### config.mk
export PLATFORM = sky130hd
export DESIGN_NAME = smc_head
export DESIGN_NICKNAME = d
export VERILOG_FILES = /design/src/rtl/core/smc_pkg.sv /design/src/rtl/core/smc_head.sv
export SDC_FILE = /design/constraint.sdc
export NUM_CORES = 2
export LEC_CHECK = 0
export BUFFER_PORTS_ARGS = -buffer_cell sky130_fd_sc_hd__buf_4
export CORE_ASPECT_RATIO = 1.75
export CORE_UTILIZATION = 60
export DETAILED_ROUTE_END_ITERATION = 12
export MAX_ROUTING_LAYER = met4
export PLACE_DENSITY_LB_ADDON = 0.2
export SLEW_MARGIN = 25
export SYNTH_ARGS = -nofsm -noshare
export SYNTH_HDL_FRONTEND = slang
export SYNTH_SLANG_ARGS = --single-unit
### constraint.sdc
create_clock -name aclk -period 29.3 [get_ports aclk]
set_clock_uncertainty 0.15 [all_clocks]
set_input_delay 8.79 -clock aclk [delete_from_list [all_inputs] [get_ports aclk]]
set_output_delay 8.79 -clock aclk [all_outputs]
set_load 0.02 [all_outputs]
### src/rtl/core/smc_pkg.sv
// Shared types and constants of the sector corridor minimum range block.
// Used by smc_head, smc_cell and sector_corridor_min_range_top; no dependencies.
`default_nettype none

package smc_pkg;

    // Default number of angular sectors
    localparam int SECTORS_DEF = 5;

    // Fixed-point fraction bits of the rotation arithmetic
    localparam int FRAC = 15;

    // Stored distance width and its special values
    localparam int DIST_W = 18;
    localparam logic signed [DIST_W-1:0] NO_OBSTACLE = {1'b0, {(DIST_W-1){1'b1}}};
    localparam logic signed [DIST_W-1:0] RANGE_MIN   = {1'b1, {(DIST_W-1){1'b0}}};

    // Port widths
    localparam int COORD_W    = 17;
    localparam int TRIG_W     = 16;
    localparam int CFG_IDX_W  = 3;
    localparam int CFG_DATA_W = 16;
    localparam int SECT_IDX_W = 3;

    // Configuration register indexes
    localparam logic [CFG_IDX_W-1:0] REG_HALF_WIDTH = 3'd0;
    localparam logic [CFG_IDX_W-1:0] REG_Z_LOW      = 3'd1;
    localparam logic [CFG_IDX_W-1:0] REG_Z_HIGH     = 3'd2;
    localparam logic [CFG_IDX_W-1:0] REG_MIN_RANGE  = 3'd3;
    localparam logic [CFG_IDX_W-1:0] REG_COS_STEP   = 3'd4;
    localparam logic [CFG_IDX_W-1:0] REG_SIN_STEP   = 3'd5;
    localparam logic [CFG_IDX_W-1:0] REG_COS_START  = 3'd6;
    localparam logic [CFG_IDX_W-1:0] REG_SIN_START  = 3'd7;

    typedef enum logic [1:0] {
        ACT_CLEAR    = 2'd0,
        ACT_OBSTACLE = 2'd1,
        ACT_FLOOR    = 2'd2,
        ACT_REPORT   = 2'd3
    } action_t;

    typedef enum logic [1:0] {
        ST_RUN,
        ST_DRAIN,
        ST_SEND
    } state_t;

    // Control flags that travel with a point along the chain
    typedef struct packed {
        logic valid;
        logic clear;
        logic floor_cell;
        logic z_ok;
    } tok_t;

    // Settings every cell needs
    typedef struct packed {
        logic [12:0]        half_width;
        logic [15:0]        min_range;
        logic [TRIG_W-1:0]  cos_step;
        logic [TRIG_W-1:0]  sin_step;
    } cell_cfg_t;

endpackage

`default_nettype wire

### src/rtl/core/smc_head.sv
// Head of the sector chain: swaps x and y, rotates by the start angle, checks height.
// Depends on smc_pkg.
`default_nettype none

module smc_head #(
    parameter int CW = 34 + smc_pkg::SECTORS_DEF
) (
    input  wire logic                                   aclk,
    input  wire logic                                   aresetn,
    input  wire logic                                   in_take,
    input  wire smc_pkg::action_t                       action,
    input  wire logic signed [smc_pkg::COORD_W-1:0]     point_x,
    input  wire logic signed [smc_pkg::COORD_W-1:0]     point_y,
    input  wire logic signed [smc_pkg::COORD_W-1:0]     point_z,
    input  wire logic signed [13:0]                     z_low,
    input  wire logic signed [13:0]                     z_high,
    input  wire logic signed [smc_pkg::TRIG_W-1:0]      cos_start,
    input  wire logic signed [smc_pkg::TRIG_W-1:0]      sin_start,
    output smc_pkg::tok_t                               tok_o,
    output logic signed [CW-1:0]                        x_o,
    output logic signed [CW-1:0]                        y_o
);

    localparam int PW = smc_pkg::COORD_W + smc_pkg::TRIG_W;

    logic signed [PW-1:0] p_yc, p_xs, p_xc, p_ys;
    logic signed [PW:0]   sum_x, sum_y;
    logic                 floor_cell, z_ok;

    logic                 valid_reg;
    logic                 clear_reg, floor_reg, zok_reg;
    logic signed [CW-1:0] x_reg, y_reg;

    // Swapped point is already in Q.15 after one rotation, so no shift here
    always_comb begin
        p_yc  = point_y * cos_start;
        p_xs  = point_x * sin_start;
        p_xc  = point_x * cos_start;
        p_ys  = point_y * sin_start;
        sum_x = (PW+1)'(p_yc) + (PW+1)'(p_xs);
        sum_y = (PW+1)'(p_xc) - (PW+1)'(p_ys);
        floor_cell = (action == smc_pkg::ACT_FLOOR);
        z_ok = (point_z > z_low) && (point_z < z_high) && (!floor_cell || point_z[16]);
    end

    always_ff @(posedge aclk) begin
        if (!aresetn) begin
            valid_reg <= 1'b0;
        end else begin
            valid_reg <= in_take;
        end
    end

    always_ff @(posedge aclk) begin
        if (in_take) begin
            clear_reg <= (action == smc_pkg::ACT_CLEAR);
            floor_reg <= floor_cell;
            zok_reg   <= z_ok;
            x_reg     <= CW'(sum_x);
            y_reg     <= CW'(sum_y);
        end
    end

    assign tok_o = '{valid: valid_reg, clear: clear_reg, floor_cell: floor_reg, z_ok: zok_reg};
    assign x_o   = x_reg;
    assign y_o   = y_reg;

endmodule

`default_nettype wire

==> impl_metrics.json <==
{
  "place_congestion": 0.9013,
  "firstDrtPassIters": 8,
  "wl_mm": 110.0,
  "cts_made_buffers": 9,
  "drtIter0Drc": 1536,
  "outcome": "finished, final reports clean",
  "cts_buffer_depth": 2,
  "rsz0062_at_grt": "false",
  "fp.dieH_um": 365.8,
  "regArea_sq_um": 2152,
  "nFillCells": 6299,
  "max_slew.worst_pin.slew_ns": 0.8526,
  "grt_max_degree": 53,
  "grt_use_total_pct": 32.18,
  "dp_hpwl_mm": 88.15,
  "fin_crit_sh_pct": 55.36,
  "period_needed_ns": 16.22,
  "synth_top_area_share_pct": 54.40,
  "ys_types": 65,
  "final-setup-viol-count": 0,
  "synth_edf_count": 71,
  "ctsHoldBuffers": 0,
  "synthFlopType": "edfxtp_1",
  "die_w_um": 209.9,
  "synthArstFlopShare_pct": 0,
  "synth_area_sq_um": 45370,
  "cts_tree": "done",
  "critPathLaunchType": "input pin",
  "dr_wl_met2_mm": 61.47,
  "grt.overflow.total": 0,
  "post_cts_buffers": 0,
  "fin_nets": 6407,
  "dieArea_sq_um": 76770,
  "io_pins": 198,
  "synthTopCellsByArea": "fa_1, inv_1, ha_1, and2_1, edfxtp_1",
  "antenna_found_initial": 2,
  "routed_via_density": 5.431,
  "cts.reportedPaths.clkPinSlew_ns": 0.07,
  "yosysSeqAreaShare_pct": 4.743,
  "grt_first_pass_wirelength_mm": 181.3,
  "drv_cap": 0,
  "root_buffer": "clkbuf_16",
  "drv_slew": 0,
  "top_layer": "met4",
  "drc_errors": 0,
  "crit_path_end_kind": "register",
  "crit_type": "in -> reg",
  "yosysWarnings": 0,
  "io_buffers": 197,
  "cp.arrival_ns": 16.30,
  "drive_above_1_share_pct": 4.900,
  "cts_num_sinks": 72,
  "hold_viol": 0,
  "worstPathRequired_ns": 29.38,
  "wl_per_cell_um": 19.20,
  "via_count": 31110,
  "detail-route-antenna-nets": 0,
  "htreeDepth": 3,
  "mostFrequentLayoutCells": "inv_1, fa_1, nand2_1",
  "synth_cells": 4718,
  "timing.max_slew.rel_slack_pct": 43.10,
  "coreArea_sq_um": 75050,
  "max_freq_ghz": 0.06165,
  "area_growth_pct": 4.917,
  "floorplan.initialDensity_pct": 60.46,
  "final_common_cell": "inv_1",
  "route.met3.wl_mm": 5.343,
  "final.setup.tns_ns": 0,
  "ctsResizeCount": 0,
  "row_count": 133,
  "synth-seq-cells": 72,
  "yosys.area.top_type": "fa_1",
  "min_path_type": "in -> reg",
  "multi_input_area_sq_um": 37240,
  "wl_met1_mm": 34.67,
  "path_max_fanout": 32,
  "whs_ns": 8.439,
  "syn-num-nets": 6416,
  "grt_pass1_vias": 35500,
  "synth.avg_cell_area_sq_um": 9.617
}
[cell type report]
type,instances,share of cell area [%]
sequential,72,4.521
timing repair buffer,198,3.122
clock buffer,9,0.4731
tap,1012,2.660
antenna,2,0.01051
multi-input combinational,3067,78.23
inverter,1361,10.73
clock inverter,7,0.2497
[cell usage after synthesis (all sizes together), types with 3 or more instances]
cell type and count:
a21boi 3, a41oi 5, and3 5, and2 516
and4 3, xnor2 71, mux2i 4, nor2b 11
a31oi 4, a2111oi 8, o211ai 4, inv 1361
o21ai 31, a211o 3, nand4 5, nand3 10
a21oi 52, nor2 75, edfxtp 71, buf 16
xor2 22, a211oi 8, fa 1233, clkbuf 202
nand2 528, nor3 10, o21bai 9, a21o 32
or2 4, ha 349, o21a 14, nand2b 25
[routing by layer]
layer,GRT usage [%],vias up
li1,-,13330
met1,32.51,16370
met2,58.19,1045
met3,3.652,365
met4,21.00,0
met5,-,-
[cell families (layout without fill, tap and decap cells)]
group                    after synthesis  count (layout)  share of synthesized area (%)
adder cells (fa/ha/maj)             1582            1582                          64.02
buffers and inverters               1579            1575                          13.18
AND/OR/NAND/NOR                     1199            1199                          13.19
AO/OA/AOI/OAI                        189             189                          2.981
XOR/XNOR                              93              93                          1.795
flip-flops                            72              72                          4.743
multiplexers                           4               4                        0.08825
other                                  0               2                              0
[metrics by stage]
step	std cells	worst slack, ns	cell area [sq um]	util (%)
2_1_floorplan	4718	13.30	45370	-
3_3_place_gp	5710	12.77	47260	62.96
3_5_place_dp	5710	12.61	47260	62.96
4_1_cts	5726	13.08	47600	63.42
5_1_grt	5728	12.59	47600	63.43
6_report	5728	13.08	47600	63.43
[final timing paths]
check	start	end	cells past startpoint
worst min-delay path	aresetn	valid_reg	2
worst max-delay path	point_y[16]	y_o[33]	25
[critical path, stage by stage]
cell       delay, ns
buf_4           0.34
nand2_1         0.26
inv_1           0.64
fa_1            0.54
inv_1           0.09
fa_1            0.41
inv_1           0.08
fa_1            0.41
inv_1           0.08
fa_1            0.45
fa_1            0.57
fa_1            0.43
fa_1            0.49
inv_1           0.05
fa_1            0.47
inv_1           0.06
ha_1            0.34
a211o_1         0.31
a21oi_1         0.15
o21ai_1         0.13
a2111o_1        0.48
o21ai_1         0.17
a21boi_2        0.09
mux2i_1         0.13
a2111oi_2       0.32
Power is not shown: default switching activity piles up to over one toggle a cycle in this logic, so the estimate is an artifact.
